==> config.mk <==
export PLATFORM = sky130hd
export DESIGN_NAME = c_minus_token_scanner_unit
export DESIGN_NICKNAME = d
export VERILOG_FILES = /design/src/rtl/cmts_pkg.sv /design/src/rtl/cmts_scan.sv /design/src/rtl/cmts_rq.sv /design/src/rtl/c_minus_token_scanner_unit.sv
export SDC_FILE = /design/constraint.sdc
export NUM_CORES = 1
export LEC_CHECK = 0
export ABC_CLOCK_PERIOD_IN_PS = 5500
export BUFFER_PORTS_ARGS = -buffer_cell sky130_fd_sc_hd__buf_2
export CORE_MARGIN = 4
export CORE_UTILIZATION = 45
export CTS_BUF_LIST = sky130_fd_sc_hd__clkbuf_2 sky130_fd_sc_hd__clkbuf_4 sky130_fd_sc_hd__clkbuf_8
export DETAILED_ROUTE_END_ITERATION = 10
export PLACE_DENSITY = 0.72
export RECOVER_POWER = 100
export SYNTH_ARGS = -nofsm -noshare
export SYNTH_HDL_FRONTEND = slang
export SYNTH_SLANG_ARGS = --single-unit
==> constraint.sdc <==
create_clock -name clk -period 5.5 [get_ports clk]
set_input_delay 0.275 -clock clk [delete_from_list [all_inputs] [get_ports clk]]
set_output_delay 0.275 -clock clk [all_outputs]
set_load 0.01 [all_outputs]
==> src/rtl/cmts_pkg.sv <==
`timescale 1ns / 1ps
// Shared types, token class codes and character helpers for the token scanner.
// Used by cmts_scan, cmts_rq and c_minus_token_scanner_unit; no dependencies.
package cmts_pkg;

  // number of leading token characters kept for reserved-word matching
  localparam int KW_CHARS = 6;
  localparam int WC_IDX_W = $clog2(KW_CHARS);
  // result queue depth (two results may arrive per transfer)
  localparam int RQ_DEPTH = 4;

  // token classes
  localparam logic [4:0] CLS_PLUS   = 5'd8;
  localparam logic [4:0] CLS_MINUS  = 5'd9;
  localparam logic [4:0] CLS_STAR   = 5'd10;
  localparam logic [4:0] CLS_SLASH  = 5'd11;
  localparam logic [4:0] CLS_LT     = 5'd12;
  localparam logic [4:0] CLS_GT     = 5'd13;
  localparam logic [4:0] CLS_ASSIGN = 5'd14;
  localparam logic [4:0] CLS_SEMI   = 5'd15;
  localparam logic [4:0] CLS_COMMA  = 5'd16;
  localparam logic [4:0] CLS_LBRK   = 5'd17;
  localparam logic [4:0] CLS_RBRK   = 5'd18;
  localparam logic [4:0] CLS_LPAR   = 5'd19;
  localparam logic [4:0] CLS_RPAR   = 5'd20;
  localparam logic [4:0] CLS_LBRC   = 5'd21;
  localparam logic [4:0] CLS_RBRC   = 5'd22;
  localparam logic [4:0] CLS_LE     = 5'd23;
  localparam logic [4:0] CLS_GE     = 5'd24;
  localparam logic [4:0] CLS_EQ     = 5'd25;
  localparam logic [4:0] CLS_NE     = 5'd26;
  localparam logic [4:0] CLS_ID     = 5'd27;
  localparam logic [4:0] CLS_NUM    = 5'd28;
  localparam logic [4:0] CLS_DBL    = 5'd29;
  localparam logic [4:0] CLS_STR    = 5'd30;
  localparam logic [4:0] CLS_ERR    = 5'd31;

  // reserved words, class equals row index
  localparam logic [7:0] KW_TEXT [8][KW_CHARS] = '{
    '{"i", "f", 8'h00, 8'h00, 8'h00, 8'h00},
    '{"e", "l", "s", "e", 8'h00, 8'h00},
    '{"i", "n", "t", 8'h00, 8'h00, 8'h00},
    '{"d", "o", "u", "b", "l", "e"},
    '{"r", "e", "t", "u", "r", "n"},
    '{"v", "o", "i", "d", 8'h00, 8'h00},
    '{"w", "h", "i", "l", "e", 8'h00},
    '{"c", "h", "a", "r", 8'h00, 8'h00}
  };
  localparam logic [2:0] KW_LEN [8] = '{3'd2, 3'd4, 3'd3, 3'd6, 3'd6, 3'd4, 3'd5, 3'd4};

  typedef struct packed {
    logic       kind;
    logic [7:0] byte_value;
  } char_item_t;

  typedef struct packed {
    logic [4:0]  token_class;
    logic [31:0] start_offset;
    logic [7:0]  token_length;
    logic        last;
  } token_item_t;

  // results of one accepted item, handed from scanner to result queue
  typedef struct packed {
    logic [1:0]  count;
    token_item_t first;
    token_item_t second;
  } scan_res_t;

  function automatic logic is_digit(input logic [7:0] b);
    return (b >= "0") && (b <= "9");
  endfunction

  function automatic logic is_letter(input logic [7:0] b);
    return ((b >= "a") && (b <= "z")) || ((b >= "A") && (b <= "Z"));
  endfunction

  function automatic logic is_blank(input logic [7:0] b);
    return (b == " ") || (b == 8'h09) || (b == 8'h0a);
  endfunction

  // reserved-word lookup on the stored leading characters
  function automatic logic [4:0] word_class(input logic [KW_CHARS-1:0][7:0] wc,
                                            input logic [7:0] cnt);
    logic [4:0] cls;
    logic       hit;
    cls = CLS_ID;
    for (int k = 7; k >= 0; k--) begin
      hit = (cnt == {5'd0, KW_LEN[k]});
      for (int i = 0; i < KW_CHARS; i++) begin
        if ((i < int'(KW_LEN[k])) && (wc[i] != KW_TEXT[k][i])) begin
          hit = 1'b0;
        end
      end
      if (hit) begin
        cls = 5'(k);
      end
    end
    return cls;
  endfunction

endpackage

==> src/rtl/cmts_scan.sv <==
`timescale 1ns / 1ps
// Scanner state machine: one transition per accepted character item.
// Depends on cmts_pkg; produces up to two results per item for cmts_rq.
module cmts_scan #(
  parameter int MAX_TOKEN_LEN = 255
) (
  input  logic                clk,
  input  logic                rst,
  input  logic                take,
  input  cmts_pkg::char_item_t item,
  output cmts_pkg::scan_res_t  res
);
  import cmts_pkg::*;

  localparam logic [7:0] LEN_CAP = 8'((MAX_TOKEN_LEN < 255) ? MAX_TOKEN_LEN : 255);

  localparam logic [4:0] S_START    = 5'd0;
  localparam logic [4:0] S_PLUS     = 5'd1;
  localparam logic [4:0] S_SLASH    = 5'd2;
  localparam logic [4:0] S_LT       = 5'd3;
  localparam logic [4:0] S_GT       = 5'd4;
  localparam logic [4:0] S_EQ       = 5'd5;
  localparam logic [4:0] S_BANG     = 5'd6;
  localparam logic [4:0] S_STR      = 5'd7;
  localparam logic [4:0] S_ID       = 5'd8;
  localparam logic [4:0] S_INT      = 5'd9;
  localparam logic [4:0] S_FRAC     = 5'd10;
  localparam logic [4:0] S_EXP      = 5'd11;
  localparam logic [4:0] S_EXPSIGN  = 5'd12;
  localparam logic [4:0] S_EXPDIG   = 5'd13;
  localparam logic [4:0] S_LCOM     = 5'd14;
  localparam logic [4:0] S_BCOM     = 5'd15;
  localparam logic [4:0] S_BCOMSTAR = 5'd16;
  localparam logic [4:0] S_SKIP     = 5'd17;

  logic [4:0]                state, state_next;
  logic [31:0]               pos, pos_next;
  logic [31:0]               tstart, tstart_next;
  logic [7:0]                cnt, cnt_next;
  logic [KW_CHARS-1:0][7:0]  wc, wc_next;

  logic [7:0] b;
  logic       dig, blank, term;
  logic [7:0] cnt_add;
  logic       do_add, do_add_emit, do_close, do_restart, pend;
  logic [4:0] cls;
  logic [4:0] start_state;
  logic       is_single;
  logic [4:0] single_cls;
  token_item_t r0, r1;
  logic [1:0]  n;

  assign b     = item.byte_value;
  assign dig   = is_digit(b);
  assign blank = is_blank(b);
  assign term  = blank || (b == ";");
  assign cnt_add = (cnt < LEN_CAP) ? cnt + 8'd1 : cnt;

  // token opened by a character seen in the start state
  always_comb begin
    start_state = S_SKIP;
    is_single   = 1'b0;
    single_cls  = CLS_ERR;
    case (b)
      "+":     start_state = S_PLUS;
      "/":     start_state = S_SLASH;
      "<":     start_state = S_LT;
      ">":     start_state = S_GT;
      "=":     start_state = S_EQ;
      "!":     start_state = S_BANG;
      8'h22:   start_state = S_STR;
      "-":     begin is_single = 1'b1; single_cls = CLS_MINUS; end
      "*":     begin is_single = 1'b1; single_cls = CLS_STAR; end
      ";":     begin is_single = 1'b1; single_cls = CLS_SEMI; end
      ",":     begin is_single = 1'b1; single_cls = CLS_COMMA; end
      "[":     begin is_single = 1'b1; single_cls = CLS_LBRK; end
      "]":     begin is_single = 1'b1; single_cls = CLS_RBRK; end
      "(":     begin is_single = 1'b1; single_cls = CLS_LPAR; end
      ")":     begin is_single = 1'b1; single_cls = CLS_RPAR; end
      "{":     begin is_single = 1'b1; single_cls = CLS_LBRC; end
      "}":     begin is_single = 1'b1; single_cls = CLS_RBRC; end
      default: begin
        if (is_letter(b)) begin
          start_state = S_ID;
        end else if (dig) begin
          start_state = S_INT;
        end
      end
    endcase
  end

  // transition and result building
  always_comb begin
    state_next  = state;
    pos_next    = pos;
    tstart_next = tstart;
    cnt_next    = cnt;
    wc_next     = wc;
    do_add      = 1'b0;
    do_add_emit = 1'b0;
    do_close    = 1'b0;
    do_restart  = 1'b0;
    pend        = 1'b0;
    cls         = CLS_ERR;
    r0          = '0;
    r1          = '0;
    n           = 2'd0;

    if (item.kind) begin
      // end of input: flush the pending token
      case (state)
        S_PLUS:    begin pend = 1'b1; cls = CLS_PLUS; end
        S_SLASH:   begin pend = 1'b1; cls = CLS_SLASH; end
        S_LT:      begin pend = 1'b1; cls = CLS_LT; end
        S_GT:      begin pend = 1'b1; cls = CLS_GT; end
        S_EQ:      begin pend = 1'b1; cls = CLS_ASSIGN; end
        S_ID:      begin pend = 1'b1; cls = word_class(wc, cnt); end
        S_INT:     begin pend = 1'b1; cls = CLS_NUM; end
        S_FRAC,
        S_EXPDIG:  begin pend = 1'b1; cls = CLS_DBL; end
        S_BANG,
        S_STR,
        S_EXP,
        S_EXPSIGN,
        S_SKIP:    begin pend = 1'b1; cls = CLS_ERR; end
        default:   pend = 1'b0;
      endcase
      if (pend) begin
        r0 = '{token_class: cls, start_offset: tstart, token_length: cnt, last: 1'b0};
        n  = 2'd1;
      end
      state_next = S_START;
      cnt_next   = 8'd0;
    end else begin
      pos_next = pos + 32'd1;
      case (state)
        S_PLUS: begin
          if (dig) begin do_add = 1'b1; state_next = S_INT; end
          else begin do_close = 1'b1; cls = CLS_PLUS; end
        end
        S_SLASH: begin
          if (b == "/") begin state_next = S_LCOM; cnt_next = 8'd0; end
          else if (b == "*") begin state_next = S_BCOM; cnt_next = 8'd0; end
          else begin do_close = 1'b1; cls = CLS_SLASH; end
        end
        S_LT: begin
          if (b == "=") begin do_add_emit = 1'b1; cls = CLS_LE; end
          else begin do_close = 1'b1; cls = CLS_LT; end
        end
        S_GT: begin
          if (b == "=") begin do_add_emit = 1'b1; cls = CLS_GE; end
          else begin do_close = 1'b1; cls = CLS_GT; end
        end
        S_EQ: begin
          if (b == "=") begin do_add_emit = 1'b1; cls = CLS_EQ; end
          else begin do_close = 1'b1; cls = CLS_ASSIGN; end
        end
        S_BANG: begin
          if (b == "=") begin do_add_emit = 1'b1; cls = CLS_NE; end
          else if (term) begin do_close = 1'b1; cls = CLS_ERR; end
          else begin do_add = 1'b1; state_next = S_SKIP; end
        end
        S_STR: begin
          if (b == 8'h22) begin do_add_emit = 1'b1; cls = CLS_STR; end
          else do_add = 1'b1;
        end
        S_ID: begin
          if (is_letter(b) || dig) do_add = 1'b1;
          else begin do_close = 1'b1; cls = word_class(wc, cnt); end
        end
        S_INT: begin
          if (dig) do_add = 1'b1;
          else if (b == ".") begin do_add = 1'b1; state_next = S_FRAC; end
          else begin do_close = 1'b1; cls = CLS_NUM; end
        end
        S_FRAC: begin
          if (dig) do_add = 1'b1;
          else if (b == "e") begin do_add = 1'b1; state_next = S_EXP; end
          else begin do_close = 1'b1; cls = CLS_DBL; end
        end
        S_EXP: begin
          if (dig) begin do_add = 1'b1; state_next = S_EXPDIG; end
          else if (b == "-") begin do_add = 1'b1; state_next = S_EXPSIGN; end
          else if (term) begin do_close = 1'b1; cls = CLS_ERR; end
          else begin do_add = 1'b1; state_next = S_SKIP; end
        end
        S_EXPSIGN: begin
          if (dig) begin do_add = 1'b1; state_next = S_EXPDIG; end
          else if (term) begin do_close = 1'b1; cls = CLS_ERR; end
          else begin do_add = 1'b1; state_next = S_SKIP; end
        end
        S_EXPDIG: begin
          if (dig) do_add = 1'b1;
          else begin do_close = 1'b1; cls = CLS_DBL; end
        end
        S_LCOM: begin
          if (b == 8'h0a) state_next = S_START;
        end
        S_BCOM: begin
          if (b == "*") state_next = S_BCOMSTAR;
        end
        S_BCOMSTAR: begin
          if (b == "/") state_next = S_START;
          else if (b != "*") state_next = S_BCOM;
        end
        S_SKIP: begin
          if (term) begin do_close = 1'b1; cls = CLS_ERR; end
          else do_add = 1'b1;
        end
        default: do_restart = 1'b1;
      endcase

      // append the character to the current token
      if (do_add || do_add_emit) begin
        cnt_next = cnt_add;
        if (cnt < 8'(KW_CHARS)) begin
          wc_next[cnt[WC_IDX_W-1:0]] = b;
        end
      end

      // token closed by this character, character included
      if (do_add_emit) begin
        r0 = '{token_class: cls, start_offset: tstart, token_length: cnt_add, last: 1'b0};
        n  = 2'd1;
        state_next = S_START;
        cnt_next   = 8'd0;
      end

      // token closed before this character, which is then scanned afresh
      if (do_close) begin
        r0 = '{token_class: cls, start_offset: tstart, token_length: cnt, last: 1'b0};
        n  = 2'd1;
        do_restart = 1'b1;
      end

      // open a new token from the start state
      if (do_restart) begin
        if (blank) begin
          state_next = S_START;
          cnt_next   = 8'd0;
        end else if (is_single) begin
          tstart_next = pos;
          state_next  = S_START;
          cnt_next    = 8'd0;
          if (n == 2'd0) begin
            r0 = '{token_class: single_cls, start_offset: pos, token_length: 8'd1,
                   last: 1'b0};
          end else begin
            r1 = '{token_class: single_cls, start_offset: pos, token_length: 8'd1,
                   last: 1'b0};
          end
          n = n + 2'd1;
        end else begin
          tstart_next = pos;
          cnt_next    = 8'd1;
          wc_next[0]  = b;
          state_next  = start_state;
        end
      end
    end

    // mark the final result of this item
    if (n == 2'd1) begin
      r0.last = 1'b1;
    end else if (n == 2'd2) begin
      r1.last = 1'b1;
    end
  end

  assign res = '{count: take ? n : 2'd0, first: r0, second: r1};

  // control state
  always_ff @(posedge clk) begin
    if (rst) begin
      state  <= S_START;
      pos    <= '0;
      tstart <= '0;
      cnt    <= '0;
    end else if (take) begin
      state  <= state_next;
      pos    <= pos_next;
      tstart <= tstart_next;
      cnt    <= cnt_next;
    end
  end

  // leading characters of the token
  always_ff @(posedge clk) begin
    if (take) begin
      wc <= wc_next;
    end
  end

  // a flush always leaves the scanner idle with an empty token
  a_flush_idle: assert property (@(posedge clk) disable iff (rst)
    take && item.kind |=> (state == S_START) && (cnt == 8'd0))
    else $error("scanner not idle after flush");

  // the offset counts characters only
  a_pos_count: assert property (@(posedge clk) disable iff (rst)
    take |=> pos == ($past(pos) + {31'd0, !$past(item.kind)}))
    else $error("byte position miscounted");

  // characters inside a line comment produce no token
  a_comment_quiet: assert property (@(posedge clk) disable iff (rst)
    take && !item.kind && (state == S_LCOM) |-> res.count == 2'd0)
    else $error("token emitted inside comment");

endmodule

==> src/rtl/cmts_rq.sv <==
`timescale 1ns / 1ps
// Result queue: takes up to two token results per cycle, hands out one per transfer.
// Depends on cmts_pkg.
module cmts_rq (
  input  logic                  clk,
  input  logic                  rst,
  input  cmts_pkg::scan_res_t   push,
  output logic                  busy,
  output logic                  token_valid,
  input  logic                  token_stall,
  output cmts_pkg::token_item_t token_data
);
  import cmts_pkg::*;

  localparam int PTR_W = $clog2(RQ_DEPTH);
  localparam int CNT_W = $clog2(RQ_DEPTH + 1);

  token_item_t       mem [RQ_DEPTH];
  logic [PTR_W-1:0]  wr_ptr, rd_ptr;
  logic [CNT_W-1:0]  fill, fill_next;
  logic              pop;

  assign pop         = token_valid && !token_stall;
  assign token_valid = (fill != '0);
  assign token_data  = mem[rd_ptr];
  // room for the two results one item may bring
  assign busy        = (fill > CNT_W'(RQ_DEPTH - 2));
  assign fill_next   = fill + CNT_W'(push.count) - CNT_W'(pop);

  // storage
  always_ff @(posedge clk) begin
    if (push.count != 2'd0) begin
      mem[wr_ptr] <= push.first;
    end
    if (push.count == 2'd2) begin
      mem[wr_ptr + PTR_W'(1)] <= push.second;
    end
  end

  // pointers and fill level
  always_ff @(posedge clk) begin
    if (rst) begin
      wr_ptr <= '0;
      rd_ptr <= '0;
      fill   <= '0;
    end else begin
      wr_ptr <= wr_ptr + PTR_W'(push.count);
      rd_ptr <= rd_ptr + PTR_W'(pop);
      fill   <= fill_next;
    end
  end

  a_no_overflow: assert property (@(posedge clk) disable iff (rst)
    fill <= CNT_W'(RQ_DEPTH))
    else $error("result queue overflow");

  a_push_room: assert property (@(posedge clk) disable iff (rst)
    (push.count != 2'd0) |-> !busy)
    else $error("results pushed without room");

  a_push_shows: assert property (@(posedge clk) disable iff (rst)
    (push.count != 2'd0) |=> token_valid)
    else $error("pushed result not presented");

endmodule

==> src/rtl/c_minus_token_scanner_unit.sv <==
`timescale 1ns / 1ps
// Token scanner for C-minus source text, top level.
// Depends on cmts_pkg, cmts_scan and cmts_rq.
//
// Input channel char_valid / char_stall / char_data carries one item per
// transfer: a source byte (kind 0) or an end-of-input flush (kind 1).
// Output channel token_valid / token_stall / token_data carries one token
// per transfer: class, start offset, saturated length and a last flag that
// marks the final token caused by one input item.
// Each byte is scanned in the cycle it is accepted; its tokens are queued
// and can be presented on the next cycle. One input item is accepted
// every cycle while the four-entry result queue has room for two more
// tokens; a byte that closes one token and forms a one-byte token of its
// own yields two output transfers.
// When the receiver stalls, queued tokens hold and char_stall rises once
// fewer than two entries are free. Synchronous reset empties the queue and
// returns the scanner to its start state with offset zero.
module c_minus_token_scanner_unit #(
  parameter int MAX_TOKEN_LEN = 255
) (
  input  logic                  clk,
  input  logic                  rst,
  input  logic                  char_valid,
  output logic                  char_stall,
  input  cmts_pkg::char_item_t  char_data,
  output logic                  token_valid,
  input  logic                  token_stall,
  output cmts_pkg::token_item_t token_data
);
  import cmts_pkg::*;

  logic      take;
  logic      busy;
  scan_res_t res;

  // input transfer
  assign char_stall = busy;
  assign take       = char_valid && !busy;

  cmts_scan #(
    .MAX_TOKEN_LEN(MAX_TOKEN_LEN)
  ) u_scan (
    .clk  (clk),
    .rst  (rst),
    .take (take),
    .item (char_data),
    .res  (res)
  );

  cmts_rq u_rq (
    .clk         (clk),
    .rst         (rst),
    .push        (res),
    .busy        (busy),
    .token_valid (token_valid),
    .token_stall (token_stall),
    .token_data  (token_data)
  );

endmodule

==> run summary <==
crit path max fanout: 39
IO Port Bufs: 60
Routed WL: 44420 um
Hold Crit Start: char_data[6]
Period minus WS final: 5.096 ns
die width: 199.2 um
ys flop type: edfxtp_1
Syn Area/Cell: 11.44 um2
grt met2 use: 36.94%
Reg2Reg Depth: 15
Fill cells: 3171
Fin Clk Skew: 0.03671 ns
VDD IR-drop max: 0.2000 mV
WP data required: 5.72 ns
die height: 199.2 um
Post-CTS Setup Bufs: 0
Vias: 12570
CTS tree: yes
CTS Hold Bufs: 0
drt first pass iters: 5
Static Leak: 6.216 nW
Clk pin slew, worst setup/hold paths: 0.06 ns
CP cell instances: clkbuf_1 -> nor3b_1 -> o311a_1 -> o21ai_1 -> nand3_2 -> nor2_1 -> inv_1 -> ha_1 -> o311a_1 -> o21ai_4 -> a21oi_1 -> a21oi_2 -> clkbuf_1 -> clkinv_1 -> buf_4
Worst path depth: 15
Skew-Pair Late Insertion Delay: 0.62 ns
WP data arrival: 5.32 ns
Crit Path Class: reg2reg
violated checks: max-capacitance violations, max-slew violations
Via density: 6.380
dominant cell type by area after synthesis: edfxtp_1
CP top delay family: buffers and inverters
core area: 35830 um2
RSZ-0062 raised after global routing: false
Distinct cells, synth: 99
global-route total usage across every layer: 22.16%
startpoint types: register
FF-to-FF Start: u_scan.state[2]$_SDFFE_PP0P_
WP buf/inv: 5
Seq/Total Area, Yosys: 50.87%
max-capacitance violation count: 2
first-pass GRT wire length: 69830 um
global route hottest layer: met2
Resized Gates After CTS: 0
Hold Path Class: in2reg
Setup TNS: 0 ns
Final HPWL DP: 28820 um
outcome: finished with violations
IO Count: 61
vias in the first global route: 12410
final setup violation count: 0
DRT iter0 DRCs: 1244
final hold violations: 0
dominant cells by area after synthesis: edfxtp_1 37%, dfxtp_1 14%, mux4_2 6.3%
Storage cell area: 8369 um2
met3 Track Usage GR: 3.676%
CP endpoint: u_rq.mem[3][38]$_DFFE_PP_
Critical-path top delay cell: clkbuf_1
H-tree Lvls: 2
power density over the cells: 332.2 nW/um2
clock tree buffer depth: 3
fmax: 196.2 MHz
# nets final: 1491
Post-Synthesis Cells: 1438
largest net degree at the start of global routing: 79
fin crit share: 92.66%
Placer Congestion: 0.9852
Post-synth EDFFs: 204
fraction of layout cells with a size suffix above 1: 14.18%
final worst slack: 0.4035 ns
Synth top cells by count: 204 x edfxtp_1, 122 x nor2_1, 117 x a22o_1
Post-DRT Antenna Nets: 0
initial antenna violation count: 0
Die Area: 39680 um2
num rows: 69
Clock Sinks: 316
FFs w/ async S/R, synth: 0%
Area growth, synth to finish: 9.926%
r2r endpoint: u_rq.mem[3][38]$_DFFE_PP_
Ant. Diodes: 0
crit-path max cell delay: 0.72 ns
Final Max Tran Viols: 71
Multi-input gate area: 7465 um2
pin slew with the least headroom to its limit: 3.326 ns
Seq cells post-synth: 316
count leader, synth: edfxtp_1
synthesized netlist net count: 1463
crit path launch: u_scan.state[2]$_SDFFE_PP0P_
grt ovf: 0
GR Util met1: 29.86%
Place WS: 0.4734 ns
TritonCTS Buffers: 52
top cell type's share of synthesized area: 37.24%
Syn Std Cell Area: 16450 um2
drt wl/cell: 22.55 um
CP Capture Type: register
starting density of the core: 45.92%
flop2flop setup slack: 0.40 ns
Rel. slew slack: -122.1%
Root Buffer: clkbuf_8
synth warn: 0
DRC violations left: 0
## through the flow
step	util (%)	power (mW)	area, um2	hold WS (ns)	std cells
after detailed placement	47.85	3.919	17140	0.4469	1873
after global routing	50.47	6.265	18080	0.2517	1970
after global placement	47.85	3.913	17140	0.4394	1873
after floorplan	-	3.513	16450	0.3739	1438
final	50.47	6.008	18080	0.2480	1970
after CTS	50.97	6.077	18260	0.03325	1970
## layout by cell type, fill, tap and decap left out, types with 9 or more instances in the layout
cell       synthesis  final
nor4_1            11     11
clkbuf_1          64     64
nor3_1            31     31
clkinv_1           2      9
nand2_1           76     77
nand2b_1          16     16
a32o_1            34     34
nor2_1           122    122
clkbuf_8           0     61
xnor2_1           13     13
a31oi_1           17     17
or3_1             13     13
nand4_1           20     20
edfxtp_1         204    204
inv_1             21     17
xor2_1            25     25
buf_4              6     20
a211oi_1          10     10
mux4_2            46     46
o22ai_1           25     25
nand3_1           33     33
a22o_1           117    117
clkbuf_4           0     23
ha_1              11     11
o21ai_0           40     42
and3_1            15     15
and2_1            12     10
nor3b_1           10     10
mux2i_1           33     33
o2bb2ai_1         14     14
a21oi_1           49     49
nor2b_1           12     12
dfxtp_1          112    111
## layer usage
layer | vias up | routed length (um)
met1 | 6159 | 18890
met2 | 581 | 21300
met3 | 86 | 3194
li1 | 5742 | -
met4 | 0 | 1027
met5 | - | 0
## registers in the layout, summed over array words and instances (netlist names)
name,count
u_rq.mem,184
u_scan.wc,48
u_scan.pos,32
u_scan.tstart,32
u_scan.cnt,8
u_scan.state,5
u_rq.fill,3
u_rq.rd_ptr,2
u_rq.wr_ptr,2
## power by group
part / internal (mW) / switching [mW]
Sequential: 2.60 / 0.141
Clock: 1.21 / 0.950
Combinational: 0.466 / 0.646
## worst min path at each step
| stage | depth (start not counted) | endpoint |
|---|---|---|
| 6_report | 1 | u_scan.wc[46]$_DFFE_PP_ |
| 5_1_grt | 1 | u_scan.wc[15]$_DFFE_PP_ |
| 4_1_cts | 1 | u_scan.wc[44]$_DFFE_PP_ |
| 3_3_place_gp | 1 | u_rq.mem[2][3]$_SDFFE_PP0P_ |
| 3_5_place_dp | 1 | u_rq.mem[0][4]$_SDFFE_PP0P_ |
| 2_1_floorplan | 0 | u_scan.wc[10]$_DFFE_PP_ |
## final cells by class
cell class | instances | area share, %
sequential | 316 | 46.28
multi-input combinational | 979 | 41.28
clock buffer | 82 | 5.514
tap | 461 | 3.190
timing repair buffer | 94 | 2.581
clock inverter | 15 | 0.6781
inverter | 23 | 0.4774
## cells by family (layout without fill, tap and decap cells)
kind of cell / after synthesis / in the layout / share of synthesized area, %
xor+xnor: 38 / 38 / 2.023
compound gates: 397 / 397 / 18.87
fa+ha+maj: 12 / 12 / 0.9583
buf+inv: 143 / 214 / 3.719
mux: 87 / 87 / 8.853
flops: 316 / 316 / 50.87
simple gates: 445 / 445 / 14.71
Power figures use the tool's default switching activity.
